## config.mk

```make
export PLATFORM = sky130hd
export DESIGN_NAME = igov_ram
export DESIGN_NICKNAME = d
export VERILOG_FILES = /design/src/rtl/core/igov_ram.sv
export SDC_FILE = /design/constraint.sdc
export NUM_CORES = 1
export LEC_CHECK = 0
export ABC_AREA = 1
export BUFFER_PORTS_ARGS = -buffer_cell sky130_fd_sc_hd__buf_4
export CORE_ASPECT_RATIO = 2
export CORE_UTILIZATION = 35
export DETAILED_ROUTE_END_ITERATION = 16
export PLACE_DENSITY_LB_ADDON = 0.3
export SLEW_MARGIN = 20
export SYNTH_ARGS = -nofsm -noshare
export SYNTH_HDL_FRONTEND = slang
export SYNTH_SLANG_ARGS = --single-unit
```

## constraint.sdc

```tcl
create_clock -name clk -period 2.1 [get_ports clk]
set_input_delay 0 -clock clk [delete_from_list [all_inputs] [get_ports clk]]
set_output_delay 0 -clock clk [all_outputs]
set_load 0.005 [all_outputs]
```

## src/rtl/core/igov_ram.sv

```systemverilog
// Generic single-port-write, registered-read RAM.
module igov_ram #(
	parameter int WIDTH = 32,
	parameter int DEPTH = 8
) (
	input  logic                                 clk,
	input  logic                                 we,
	input  logic [(DEPTH > 1 ? $clog2(DEPTH) : 1)-1:0] waddr,
	input  logic [WIDTH-1:0]                     wdata,
	input  logic                                 re,
	input  logic [(DEPTH > 1 ? $clog2(DEPTH) : 1)-1:0] raddr,
	output logic [WIDTH-1:0]                     rdata
);

	logic [WIDTH-1:0] mem [DEPTH];

	always_ff @(posedge clk) begin
		if (re) begin
			rdata <= mem[raddr];
		end
		if (we) begin
			mem[waddr] <= wdata;
		end
	end

endmodule

```

# Word-level counts from Yosys, hierarchy flattened
# Memory sizes are Yosys's and may differ from the RTL's. A register that Yosys moved wholly into a read port is not among the register bits.
# Cells that the tools add are included.
# op_classes
mux,2
# ops
op,count
$mux 1,2
# totals
ff_bits,0
ramBits,256
input_bits,41
out_inout_bits,32
wordCells,3
memories,1
# memory_table
memory,words,width,rd,rd_clocked_by_memory_dff,write_ports,line_no,text
mem,8,32,1,1,1,15,logic [WIDTH-1:0] mem [DEPTH];

# Longest topological paths before layout
# logic_depth
word_depth,2
mapped_depth,8

# Worst setup path before layout
# Ideal clock, no wire load.
# synth_path
path_kind,in2reg
start,input waddr[0] in the netlist's numbering
end,memory mem[0][0] (enable)
setup_ps,421
arrival_time_ps,1496
t_required_ps,1679
slack_ps,183
cell_stages,3
path_cell_list,inv_1 > nand2_1 > nor2_1
# synth_lines
element,line_no,text
"start, declared",8,"input logic [(DEPTH > 1 ? $clog2(DEPTH) : 1)-1:0] waddr,"
"end, declared",15,
# No word-level cell before the write port.

==> flow_summary.toml <==
[status]
outcome = "complete, no violations"

[setup_path]
crit_arrival_ps = 1610
crit_buf_inv = 3
max_stage_delay_ps = 530
crit_fanout = 46
crit_path_top_delay_cell = "dlygate4sd3_1"
startpoint_type = "input port"
path_class = "input port to flop"
crit_chain = "dlygate4sd3_1 > buf_4 > buf_4 > nand2_1 > nand3_1 > nand2_1 > nand2_1 > nand2_1"
cpMostUsedCell = "nand2_1"
crit_family = "buffers and inverters"
end_kind = "flop"
required_ps = 2400

[global_routing]
grt_pass1_vias = 7633
gr-usage-all-layers = 0.157
grt_pass1_wl_um = 42300
grt_start_max_net_pins = 79
overflow = 0
busiest_layer = "met2"
gr-usage-met1 = 0.179
antenna_found_initial = 0
use_met2 = 0.296
grtUsageMet3 = 0.0185

[yosys]
synth_top_family_by_area = "simple AND/OR/NAND/NOR gates"
syn_area_um2 = 12200
synthMuxAreaShare = 0
yosys.cell_count.top_type = "nand2_1"
synth-simple-area-share = 0.185
synth_cells = 1156
synth_edf_count = 288
synthTopCellsByArea = "edfxtp_1, nand2_1, inv_1, nand3_1, buf_6"
synthArstFlopShare = 0
synth_xor_area_frac = 0
syn_avg_cell_area_um2 = 10.5
ys_types = 11
synth_compound_gate_area_share = 0
seq_area_frac_synth = 0.709
synth_top_cell_by_area = "edfxtp_1"
synth_top_area_frac = 0.709
yosysWarnings = 0
synth_common_cells = "nand2_1, edfxtp_1, inv_1"
synthAdderAreaFrac = 0
synth-main-ff-cell = "edfxtp_1"
synth_fp_nets = 1197
synth_seq_cells = 288

[die]
initial_utilization = 0.355
die_h_um = 266
coreArea_um2 = 34400
die_area_um2 = 35600
die-width_um = 134
rows = 96
pin_count = 73

[power]
cellPowerDensity_nw_per_um2 = 861
vdd.ir_drop.worst_mv = 0.640
p_leak_nw = 6.49

[timing]
tightest_slew_ps = 642
hold_viol_final = 0
rsz0062_at_grt = "false"
period_minus_slack_ps = 1310
worst_slack_ps = 792
holdWs_ps = 8.60
setup_violations = 0
period_share = 0.623
setup_tns_ps = 0
drv_slew = 0
max_slew_margin = 0.572
fmax_mhz = 764
finClkSkew_ps = 18.1

[clock_network]
cts_root_buf = "clkbuf_16"
clock_sinks = 288
cts.repair.resized = 0
clk_latency_ps = 540
ctsHoldBuffers = 33
clockBufferDepth = 3
numCtsBuffers = 25
path_clk_slew_ps = 70
postCtsSetupRepairBufs = 0
htreeDepth = 1
cts_tree = "built"

[cells_and_area]
insertedDiodeCount = 0
final_util = 0.424
fin_area_um2 = 14600
fin_nets = 1301
regArea_um2 = 8650
area.growth.synth_to_final_pct = 19.4
drive_above_1_share = 0.113
multi_input_area_um2 = 2310
fillers = 3289

[placement]
post-place-ws_ps = 585
place_hpwl_um = 14900
gp_congestion = 0.712
placed_cell_area_um2 = 13300
port_buffers = 72

[route]
firstDrtPassIters = 7
routed_wirelength_um = 26900
drc = 0
routedWlPerCell_um = 15.6
ant_nets = 0
drtIter0Drc = 469
vias = 7690
viasPerCell = 4.47

[flow_run]
drv_cap = 0

[min_path]
min_path_type = "input port to flop"
[path summary, 6_finish.rpt]
kind,slack [ps],from,cells after the start,endpoint
setup / recovery,790,raddr[0],8,rdata[22]$_DFFE_PP_
hold / removal,9,re,1,rdata[13]$_DFFE_PP_
hold reg to reg,700,mem[0][15]$_DFFE_PP_,6,rdata[15]$_DFFE_PP_
setup reg to reg,1070,mem[1][5]$_DFFE_PP_,6,rdata[5]$_DFFE_PP_
[state kept, by name, indices dropped and copies added (netlist names)]
register	count
mem	256
rdata	32
[per-stage QoR]
stage,power [mW],cells
4_1_cts,12.7,1719
6_report,12.5,1719
3_5_place_dp,7.61,1641
2_1_floorplan,7.20,1156
5_1_grt,13.0,1719
3_3_place_gp,7.59,1641
[kinds of logic after synthesis]
kind of cell | after synthesis
buffers and inverters | 310
DFF | 288
and+or+nand+nor | 558
[area by class of cell]
class                           instances  share of cell area
Sequential cell                       288               0.594
Timing Repair Buffer                  125              0.0796
Inverter                              262              0.0677
Tap cell                              441              0.0379
Clock buffer                           27              0.0435
Multi-Input combinational cell        558               0.159
Clock inverter                         18              0.0181
[power breakdown]
| part | internal [mW] | leakage (nW) | switching, mW |
|---|---|---|---|
| Combinational | 0.335 | 3.41 | 0.557 |
| Clock | 2.95 | 0.436 | 2.07 |
| Sequential | 6.56 | 2.64 | 0.0597 |
| Total | 9.84 | 6.49 | 2.68 |
[metal layers]
| metal | up-vias | routed length [um] | share of wire |
|---|---|---|---|
| li1 | 3810 | - | - |
| met1 | 3717 | 10800 | 0.40 |
| met2 | 130 | 14600 | 0.54 |
| met3 | 33 | 907 | 0.034 |
| met4 | 0 | 629 | 0.023 |
| met5 | - | 0 | 0 |
[cells in the final DEF (no fill, tap or decap)]
| cell type | count |
|---|---|
| buf_12 | 11 |
| buf_4 | 81 |
| bufinv_16 | 6 |
| clkbuf_1 | 2 |
| clkbuf_16 | 25 |
| clkinv_1 | 2 |
| clkinv_2 | 3 |
| clkinv_4 | 3 |
| clkinvlp_4 | 1 |
| dlygate4sd3_1 | 33 |
| edfxtp_1 | 288 |
| inv_1 | 259 |
| inv_2 | 2 |
| inv_4 | 1 |
| inv_6 | 3 |
| nand2_1 | 422 |
| nand3_1 | 128 |
| nor2_4 | 8 |
[worst register-to-register path, delay by kind of cell, from the launching register on]
| family | cells | cell delay, ps |
|---|---|---|
| DFF | 1 | 400 |
| and+or+nand+nor | 5 | 310 |
| buffers and inverters | 1 | 70 |
Power figures use the tool's default switching activity.
