===== src/rtl/core/igov_pkg.sv =====
// Shared types, codes and widths of the idle state governor.
package igov_pkg;

	localparam int SLEEP_W   = 32;
	localparam int COUNT_W   = 32;
	localparam int TIME_W    = 48;
	localparam int STAT_W    = COUNT_W + TIME_W;
	localparam int LAT_W     = 20;
	localparam int LAT3_W    = LAT_W + 2;
	localparam int N_LAT     = 6;
	localparam int NSTATE_W  = 4;
	localparam int STATE_W   = 3;
	localparam int CFG_IDX_W = 3;
	localparam int CFG_W     = 20;
	localparam int FIRST_TESTED = 2;

	localparam logic [CFG_IDX_W-1:0] REG_NUM_STATES = 3'd0;
	localparam logic [CFG_IDX_W-1:0] REG_LAT_S2     = 3'd1;
	localparam logic [CFG_IDX_W-1:0] REG_LAT_S7     = 3'd6;

	localparam logic [NSTATE_W-1:0] NUM_STATES_RST = 4'd2;
	localparam logic [STATE_W-1:0]  STATE_FALLBACK = 3'd1;

	typedef enum logic [1:0] {
		REQ_SELECT   = 2'd0,
		REQ_COMPLETE = 2'd1,
		REQ_QUERY    = 2'd2
	} req_t;

	// latencies are held pre-multiplied by three
	typedef struct packed {
		logic [NSTATE_W-1:0]          num_states;
		logic [N_LAT-1:0][LAT3_W-1:0] lat3;
	} cfg_t;

endpackage


===== src/rtl/core/igov_select.sv =====
// Idle state choice: deepest enabled state whose tripled latency is below the last sleep.
module igov_select #(
	parameter int MAX_STATES = 8
) (
	input  igov_pkg::cfg_t                      cfg,
	input  logic [igov_pkg::SLEEP_W-1:0]        sleep,
	output logic [igov_pkg::STATE_W-1:0]        chosen
);

	logic [igov_pkg::NSTATE_W-1:0] n_eff;

	always_comb begin
		n_eff = (cfg.num_states > igov_pkg::NSTATE_W'(MAX_STATES)) ?
			igov_pkg::NSTATE_W'(MAX_STATES) : cfg.num_states;
	end

	// ascending scan, so the deepest qualifying state wins
	always_comb begin
		chosen = igov_pkg::STATE_FALLBACK;
		for (int s = igov_pkg::FIRST_TESTED; s < igov_pkg::FIRST_TESTED + igov_pkg::N_LAT;
				s++) begin
			if (s < MAX_STATES && igov_pkg::NSTATE_W'(s) < n_eff &&
					sleep > igov_pkg::SLEEP_W'(cfg.lat3[s - igov_pkg::FIRST_TESTED])) begin
				chosen = igov_pkg::STATE_W'(s);
			end
		end
	end

endmodule


===== config.mk =====
export PLATFORM = sky130hd
export DESIGN_NAME = igov_select
export DESIGN_NICKNAME = d
export VERILOG_FILES = /design/src/rtl/core/igov_pkg.sv /design/src/rtl/core/igov_select.sv
export SDC_FILE = /design/constraint.sdc
export NUM_CORES = 1
export LEC_CHECK = 0
export ABC_AREA = 1
export BUFFER_PORTS_ARGS = -buffer_cell sky130_fd_sc_hd__buf_2
export CAP_MARGIN = 20
export CORE_AREA = 3 3 95 97
export DETAILED_ROUTE_END_ITERATION = 6
export DIE_AREA = 0 0 98 100
export GPL_TIMING_DRIVEN = 0
export PLACE_DENSITY = 0.88
export SLEW_MARGIN = 0
export SYNTH_ARGS = -nofsm -noshare
export SYNTH_HDL_FRONTEND = slang
export SYNTH_SLANG_ARGS = --single-unit

===== constraint.sdc =====
create_clock -name vclk -period 3.1
set_input_delay 0.155 -clock vclk [all_inputs]
set_output_delay 0.155 -clock vclk [all_outputs]
set_load 0.05 [all_outputs]

# Word level (Yosys, flattened, before mapping)
# Cells that the tools add are included.
[totals] register_bits=0 inputBits=168 output_inout_bits=3 word_cells=26
[op_classes] n_lt_le_gt_ge=13 muxes=7 reduce_logical=6
[op_table] op="greater-than comparator 32 x 22 -> 1 bit" n=6
[op_table] op="< comparator 3 x 4 -> 1 bit (first input constant)" n=4
[op_table] op="2-to-1 mux 3 bit" n=4
[op_table] op="< comparator 2 x 4 -> 1 bit (first input constant)" n=2
[op_table] op="logical AND 1 bit" n=6
[op_table] op="greater-than comparator 4 bit (second input constant)" n=1
[op_table] op="2-to-1 mux 2 bit" n=2
[op_table] op="2-to-1 mux 4 bit" n=1

# Logic depth before layout (Yosys ltp)
# Gate-level depths: netlist of run 1.
[logic_depth] word_depth=10 mapped_depth=19 mapped_depth_nobuf=19

# Least setup slack after synthesis of run 1
# No wires, ideal clock.
[synth_timing] path_type="in2out" from="input cfg[37] (netlist bit)" to="output chosen[0] (netlist bit)" t_arrival_ns=1.641 required_ns=2.945 setup_slack_ns=1.304 path_stages=14 n_path_buf=0 cell_sequence="inv_1 -> ha_1 -> nand2_1 -> nor4_1 -> nand2_1 -> nand2_1 -> nand2_1 -> nand2_1 -> nand2_2 -> nand2_1 -> nand2_1 -> nand2_1 -> nand2_1 -> nand2_1"
[synth_between] elab_chain_len=7
[synth_rtl] item="start: declaration" line="igov_select.sv:5" source="input igov_pkg::cfg_t cfg,"
[synth_rtl] item="greater-than comparator 32 x 22 -> 1 bit" line="igov_select.sv:23" source="sleep > igov_pkg::SLEEP_W'(cfg.lat3[s - igov_pkg::FIRST_TESTED])) begin"
[synth_rtl] item="logical AND 1 bit" line="igov_select.sv:22" source="if (s < MAX_STATES && igov_pkg::NSTATE_W'(s) < n_eff &&"
[synth_rtl] item="2-to-1 mux 2 bit" line="igov_select.sv:22"
[synth_rtl] item="2-to-1 mux 3 bit (4 in a row)" line="igov_select.sv:22"
[synth_rtl] item="end: declaration" line="igov_select.sv:7" source="output logic [igov_pkg::STATE_W-1:0] chosen"
# No other way between the ends.

# Final worst setup path of run 1
[layout_timing] from="input sleep[15] (netlist bit)" to="output chosen[0] (netlist bit)"
[layout_between] elab_chain_len=8 word_cells_on_any_way=18 classes_between="order compare: 6; mux: 6; reduce/logical: 6"
[layout_rtl] item="start: declaration" line="igov_select.sv:6" source="input logic [igov_pkg::SLEEP_W-1:0] sleep,"
[layout_rtl] item="greater-than comparator 32 x 22 -> 1 bit" line="igov_select.sv:23"
[layout_rtl] item="logical AND 1 bit" line="igov_select.sv:22"
[layout_rtl] item="2-to-1 mux 2 bit (2 in a row)" line="igov_select.sv:22"
[layout_rtl] item="2-to-1 mux 3 bit (3 in a row)" line="igov_select.sv:22"
[layout_rtl] item="2-to-1 mux 3 bit *" line="igov_select.sv:22"
# Mark *: on every way between the ends. The rest lies on a longest branch, timed or not.

==> out/results.ini, run 1 <==
[setup_path]
path_cells = buf_2 -> ha_1 -> nand2_1 -> nor4_1 -> nand2_1 -> nand2_1 -> nand2_1 -> nand2_1 -> nand2_2 -> nand2_1 -> nand2_1 -> nand2_1 -> nand2_1 -> nand2_1 -> buf_2
arrival_ns = 2.14
worst-path-max-fanout = 6
max_stage_delay_ns = 0.55
crit_path_start_kind = primary input
crit_buf_inv = 2
cp_slowest_cell = nor4_1
cp-end-kind = output port
cp_common_cell = nand2_1
cp_top_family = simple AND/OR/NAND/NOR gates
crit_required_ns = 2.94
worstSetupPathType = in2out

[power_and_ir_drop]
power.total_mw = 0.533
switchingPower_mw = 0.290
power_density_nw_per_um2 = 114
seqPwrFrac_pct = 0
internal_power_mw = 0.243
p_leak_nw = 3.14
p_comb_share_pct = 100.0
irDropWorstVdd_v = 0.0000539
p_sw_share_pct = 54.4
clkPwrFrac_pct = 0

[sta]
tns_ns = 0
worst_pin_slew_ns = 0.576
max_freq_ghz = 0.437
max_slew_margin_pct = 61.3
setup_viol = 0
final_max_slew_viol_count = 0
layout_setup_ws_ns = 0.809
period_share_pct = 73.9
hold_viol_final = 0
fin_crit_ns = 2.29
rsz0062_at_grt = no

[yosys]
yosys-top-cells-area = ha_1 45%, inv_1 17%, nand2_1 12%
synth_area_leader_cell = ha_1
ys_types = 29
synth_nets = 895
netlist_area_sq_um = 3690
synth-seq-area-share_pct = 0
yosysMostFrequentCell = inv_1
synth_cells = 595
synth_top_area_share_pct = 44.8
yosys_warnings = 0
synth.avg_cell_area_sq_um = 6.20
yosys-top-cells-count = 168 x inv_1, 132 x ha_1, 118 x nand2_1

[grt]
grt_max_degree = 8
grt_pass1_wl_mm = 16.4
grt_pass1_vias = 4077
grt_use_total_pct = 19.7
antenna_found_initial = 0
grt.overflow.total = 0

[die]
core_sq_um = 8220
rows = 33
die-height_microns = 100
ioPinCount = 171
initial_core_util_pct = 44.9
die-width_microns = 98
dieArea_sq_um = 9800

[cells_and_area]
final_net_count = 1068
clock_buffers = 0
nFlopsAndLatches = 0
layout-drive-gt1-share_pct = 23.9
final_cells = 871
antenna_cells = 0
ff_latch_area_sq_um = 0
syn2layout_area_growth_pct = 26.8
final_core_util_pct = 56.9

[detailed_routing]
first_iter_violations = 94
wl_per_cell_microns = 11.6
dr.pass1.iters = 4
via_per_inst = 4.80
drt-total-wl_mm = 10.1
drc = 0
vias = 4181
ant_nets = 0

[min_path]
hold_class = in2out

[placed_design]
pre_cts_slack_ns = 0.835
dp_hpwl_mm = 9.48
gp_congestion = 0.907
port_buffers = 171
post-place-cells = 871

[clocking]
ctsHoldBuffers = 0
postCtsResizedCells = 0
post_cts_buffers = 0

[run_status]
status = finished clean

[job]
drv_cap = 0

-- cells in the final DEF, fill, tap and decap left out, drive strengths merged, types with 2 or more instances in the layout --
| cell | count |
|---|---|
| ha | 132 |
| nand3 | 23 |
| a21oi | 57 |
| nor3 | 12 |
| nand2 | 120 |
| nand4 | 12 |
| a31oi | 5 |
| o21ai | 19 |
| nand3b | 2 |
| a21o | 4 |
| inv | 169 |
| nor3b | 4 |
| buf | 171 |
| nor2 | 27 |
-- final timing paths --
kind | from | to | cells past startpoint
worst max-delay path | sleep[15] | chosen[0] | 15
worst min-delay path | cfg[135] | chosen[0] | 6
-- cell families (layout without fill, tap and decap cells) --
group	Yosys count	in the layout	synth area share, %
buffers and inverters	170	341	17.3
adder cells (fa/ha/maj)	132	132	44.8
AO/OA/AOI/OAI	90	90	13.0
AND/OR/NAND/NOR	203	203	24.9
-- stage by stage --
stage | instance area [sq um] | hold slack (ns)
2_1_floorplan | 3690 | 0.740
3_3_place_gp | 4680 | 0.882
3_5_place_dp | 4680 | 0.896
4_1_cts | 4680 | 0.896
5_1_grt | 4680 | 0.970
6_report | 4680 | 0.913
-- power groups by stage --
| stage | Clock, mW | Combinational (mW) | Sequential, mW |
|---|---|---|---|
| after global placement | 0 | 0.516 | 0 |
| after CTS | 0 | 0.538 | 0 |
| after global routing | 0 | 0.630 | 0 |
| after floorplan | 0 | 0.320 | 0 |
| after detailed placement | 0 | 0.534 | 0 |
| final | 0 | 0.533 | 0 |
-- cell type report --
class              count  area [sq um]
fillers              815          3540
multi-input cells    425          3050
repair buffers       171           856
inverters            170           638
well taps            105           131
-- layer usage --
layer  vias up  part of all wire [%]  GRT usage [%]
li1       2261                     -              -
met1      1763                    43           23.8
met2       131                    48           38.0
met3        26                   5.8           1.25
met4         0                   2.7           4.58
met5         -                     0              0
Note: power is estimated with default switching activity, not from simulation.
==> run 2: changes to the inputs <==
==> constraint.sdc (replaced) <==
create_clock -name vclk -period 2.25
set_input_delay 0.1125 -clock vclk [all_inputs]
set_output_delay 0.1125 -clock vclk [all_outputs]
set_load 0.05 [all_outputs]
==> run 2 against run 1 <==
  * Global-route usage unchanged
  * Setup slack worse by 0.62 ns
  * Sequential share of layout area unchanged
  * Routed wire length up 0.89%
  * Cell count unchanged
  * Count of clock-buffer cells in the layout unchanged
==> out/results.ini, run 2 (same netlist as run 1, synthesis figures left out) <==
[run_status]
status = finished clean

[sta]
setup_viol = 0
max_freq_ghz = 0.485
worst_pin_slew_ns = 0.327
period_share_pct = 91.7
tns_ns = 0
fin_crit_ns = 2.06
final_max_slew_viol_count = 0
rsz0062_at_grt = no
max_slew_margin_pct = 78.0
hold_viol_final = 0

[detailed_routing]
wl_per_cell_microns = 11.7
via_per_inst = 4.80
first_iter_violations = 90
dr.pass1.iters = 4
vias = 4183
drc = 0
ant_nets = 0
drt-total-wl_mm = 10.2

[grt]
grt.overflow.total = 0
grt_use_total_pct = 19.7
grt_pass1_wl_mm = 16.4
antenna_found_initial = 0
grt_pass1_vias = 4077
grt_max_degree = 8

[setup_path]
cp_top_family = simple AND/OR/NAND/NOR gates
arrival_ns = 1.95
crit_buf_inv = 2
cp_slowest_cell = nor4_4
crit_path_start_kind = primary input
worst-path-max-fanout = 6
cp-end-kind = output port
cp_common_cell = nand2_1
max_stage_delay_ns = 0.40
path_cells = buf_2 -> ha_1 -> nand2_1 -> nor4_4 -> nand2_1 -> nand2_1 -> nand2_1 -> nand2_1 -> nand2_2 -> nand2_1 -> nand2_1 -> nand2_1 -> nand2_1 -> nand2_1 -> buf_2
worstSetupPathType = in2out
crit_required_ns = 2.14

[cells_and_area]
layout-drive-gt1-share_pct = 24.0
ff_latch_area_sq_um = 0
syn2layout_area_growth_pct = 27.2
final_common_cell = buf_2
clock_buffers = 0
nFlopsAndLatches = 0
final_net_count = 1068
final_cell_mix = 171 x buf_2, 168 x inv_1, 132 x ha_1, 118 x nand2_1, 57 x a21oi_1
antenna_cells = 0

[min_path]
hold_class = in2out
holdPathEnd = chosen[0]
hold_path_depth = 6
hold_start = cfg[135]

[power_and_ir_drop]
irDropWorstVdd_v = 0.0000743
p_leak_nw = 3.15
p_comb_share_pct = 100.0
internal_power_mw = 0.336
switchingPower_mw = 0.406
seqPwrFrac_pct = 0
clkPwrFrac_pct = 0
power_density_nw_per_um2 = 158
power.total_mw = 0.742
p_sw_share_pct = 54.7

[die]
die-height_microns = 100
initial_core_util_pct = 44.9
dieArea_sq_um = 9800
rows = 33
die-width_microns = 98
core_sq_um = 8220
ioPinCount = 171

[placed_design]
gp_congestion = 0.907
dp_hpwl_mm = 9.48
port_buffers = 171

[clocking]
post_cts_buffers = 0
ctsHoldBuffers = 0

[job]
drv_cap = 0

[run 2: cell counts in the layout (fill, tap and decap cells not counted)]
Identical to the previous run, type by type.
[run 2: worst min-delay path: cells and delay by family]
| family | cells | cell delay, ns |
|---|---|---|
| and+or+nand+nor | 2 | 0.15 |
| AOI/OAI and AO/OA | 1 | 0.04 |
| buffers and inverters | 3 | 0.41 |
[run 2: worst max path at each step]
stage          depth (start not counted)   endpoint  slack (ns)      start
6_report                              15  chosen[0]        0.19  sleep[15]
3_3_place_gp                          15  chosen[0]        0.11  sleep[15]
5_1_grt                               15  chosen[0]        0.05  sleep[15]
4_1_cts                               15  chosen[0]        0.06  sleep[15]
2_1_floorplan                         14  chosen[0]        0.54    cfg[37]
3_5_place_dp                          15  chosen[0]        0.07  sleep[15]
[run 2: stage by stage]
stage	utilization [%]	hold slack, ns	instance area (sq um)	worst slack (ns)	instances
floorplan	-	0.655	3690	0.539	595
detailed placement	56.9	0.811	4680	0.0704	871
global placement	56.9	0.797	4680	0.107	871
global route	57.1	0.885	4690	0.0472	871
finish	57.1	0.837	4690	0.187	871
CTS	56.9	0.811	4680	0.0649	871
[run 2: cell type report]
class                      count  area [sq um]
tap                          105           131
inverter                     170           638
timing repair buffer         171           856
multi-input combinational    425          3070
fill                         813          3530
[run 2: per-layer routing]
metal / GRT usage [%] / up-vias / share of wire, %
met2: 38.0 / 125 / 49
met4: 4.58 / 0 / 2.7
met3: 1.25 / 26 / 4.8
met1: 23.8 / 1771 / 44
met5: 0 / - / 0
li1: - / 2261 / -
[run 2: power groups by stage]
stage,logic [mW],registers [mW],clock network (mW)
5_1_grt,0.874,0,0
2_1_floorplan,0.441,0,0
6_report,0.742,0,0
3_3_place_gp,0.711,0,0
3_5_place_dp,0.736,0,0
4_1_cts,0.741,0,0
[run 2: what timing repair did]
item | 4_1_cts | 5_1_grt
setup endpoints to repair | 0 | 2
hold endpoints to repair | 0 | 0
resized for setup | 0 | 2
==> run 3: changes to the inputs <==
--- a/config.mk
+++ b/config.mk
@@ -13,6 +13,8 @@
 export DIE_AREA = 0 0 98 100
 export GPL_TIMING_DRIVEN = 0
 export PLACE_DENSITY = 0.88
+export RECOVER_POWER = 50
+export SETUP_SLACK_MARGIN = 0.3
 export SLEW_MARGIN = 0
 export SYNTH_ARGS = -nofsm -noshare
 export SYNTH_HDL_FRONTEND = slang
==> run 3 against run 2 <==
  * Combinational power up 16%
  * Critical path type unchanged
  * Sequential cell count unchanged
  * Fmax up 7.4%
  * First-iteration DRC count up 6.7%
  * Final area up 11%
  * Power up 16%
  * Setup slack better by 0.14 ns
  * Sequential share of layout area unchanged
  * Routed wire length up 14%
  * Core utilization up 6.1 points
==> out/results.ini, run 3 (same netlist as run 1, synthesis figures left out) <==
[run_status]
status = finished clean

[die]
core_sq_um = 8220
ioPinCount = 171
rows = 33
dieArea_sq_um = 9800
die-height_microns = 100
die-width_microns = 98
initial_core_util_pct = 44.9

[min_path]
hold_class = in2out
hold_start = cfg[135]
hold_path_depth = 6
holdPathEnd = chosen[0]

[cells_and_area]
clock_buffers = 0
nFlopsAndLatches = 0
layout-drive-gt1-share_pct = 31.5
syn2layout_area_growth_pct = 40.8
final_common_cell = inv_1
antenna_cells = 0
ff_latch_area_sq_um = 0
fillCellCount = 727
final_net_count = 1073
final_cell_mix = 165 x inv_1, 157 x buf_2, 108 x nand2_1, 108 x ha_1, 52 x a21oi_1

[grt]
grt_pass1_wl_mm = 16.6
antenna_found_initial = 0
grt_max_degree = 8
grt.overflow.total = 0
grt_pass1_vias = 4111
grt_use_total_pct = 20.0

[job]
drv_cap = 0

[setup_path]
arrival_ns = 1.81
cp-end-kind = output port
crit_required_ns = 2.14
worstSetupPathType = in2out
worst-path-max-fanout = 6
crit_path_start_kind = primary input

[placed_design]
pre_cts_slack_ns = 0.0704
gp_congestion = 0.907
dp_hpwl_mm = 9.48
port_buffers = 171

[sta]
tns_ns = 0
worst_pin_slew_ns = 0.366
final_max_slew_viol_count = 0
rsz0062_at_grt = yes
max_slew_margin_pct = 75.4
setup_viol = 0
max_freq_ghz = 0.521
period_share_pct = 85.4
fin_crit_ns = 1.92
hold_viol_final = 0
layout_setup_ws_ns = 0.329

[detailed_routing]
drc = 0
wl_per_cell_microns = 13.3
vias = 4365
dr.pass1.iters = 4
first_iter_violations = 96
ant_nets = 0
via_per_inst = 4.98
drt-total-wl_mm = 11.6

[power_and_ir_drop]
irDropWorstVdd_v = 0.0000878
power.total_mw = 0.864
p_leak_nw = 3.21
power_density_nw_per_um2 = 166

[clocking]
ctsHoldBuffers = 0

[run 3: cell count changes in the layout (fill, tap and decap cells not counted), moves of 6 or more]
cell     before  now
buf_2       171  157
buf_4         0    8
buf_6         0    7
ha_1        132  108
ha_4          0   23
nand2_1     118  108
nand2_2       2   11
o21ai_0      19   13
[run 3: where the power goes]
part           total, mW  internal, mW  switching, mW
logic              0.864         0.401          0.463
clock network          0             0              0
registers              0             0              0
total              0.864         0.401          0.463
[run 3: through the flow]
stage / instances / area, sq um / utilization (%) / hold WS (ns)
2_1_floorplan: 595 / 3690 / - / 0.655
6_report: 876 / 5190 / 63.2 / 0.790
3_3_place_gp: 871 / 4680 / 56.9 / 0.797
3_5_place_dp: 871 / 4680 / 56.9 / 0.811
5_1_grt: 876 / 5190 / 63.2 / 0.830
4_1_cts: 871 / 4700 / 57.2 / 0.792
[run 3: how the worst max path moves through the flow]
stage                endpoint  cells past startpoint  slack [ns]       from
floorplan           chosen[0]                     14        0.54    cfg[37]
global placement    chosen[0]                     15        0.11  sleep[15]
detailed placement  chosen[0]                     15        0.07  sleep[15]
CTS                 chosen[1]                     11        0.31  sleep[15]
global route        chosen[1]                     16        0.16   sleep[3]
finish              chosen[1]                     18        0.33   sleep[0]
[run 3: critical path, cell delays in order]
cell and delay [ns]:
buf_6 0.07, clkinvlp_4 0.08, buf_12 0.15, ha_2 0.16, inv_1 0.06, a21oi_2 0.05, o21ai_2 0.17, nand2_1 0.08
nand3_1 0.10, nand2_1 0.06, nand3b_1 0.09, nand2_1 0.05, nand2_1 0.06, nand2_1 0.07, nand2_2 0.08, inv_2 0.04
nand2_2 0.06, clkbuf_2 0.27
[run 3: cell type report]
cell class	count	area, sq um	area share, %
inverters	170	642	12.4
well taps	105	131	2.53
multi-input cells	425	3450	66.4
repair buffers	176	972	18.7
[run 3: metal layers]
metal / global-route usage (%) / up-vias / wire length, microns
li1: - / 2276 / -
met1: 23.9 / 1890 / 4820
met2: 38.8 / 163 / 5890
met3: 1.25 / 36 / 540
met4: 4.58 / 0 / 380
met5: 0 / - / 0
[run 3: repair_timing]
| item | in CTS | in global routing |
|---|---|---|
| setup endpoints to repair | 3 | 3 |
| pin swaps | 0 | 28 |
| resized for setup | 6 | 95 |
| buffers inserted | 0 | 5 |
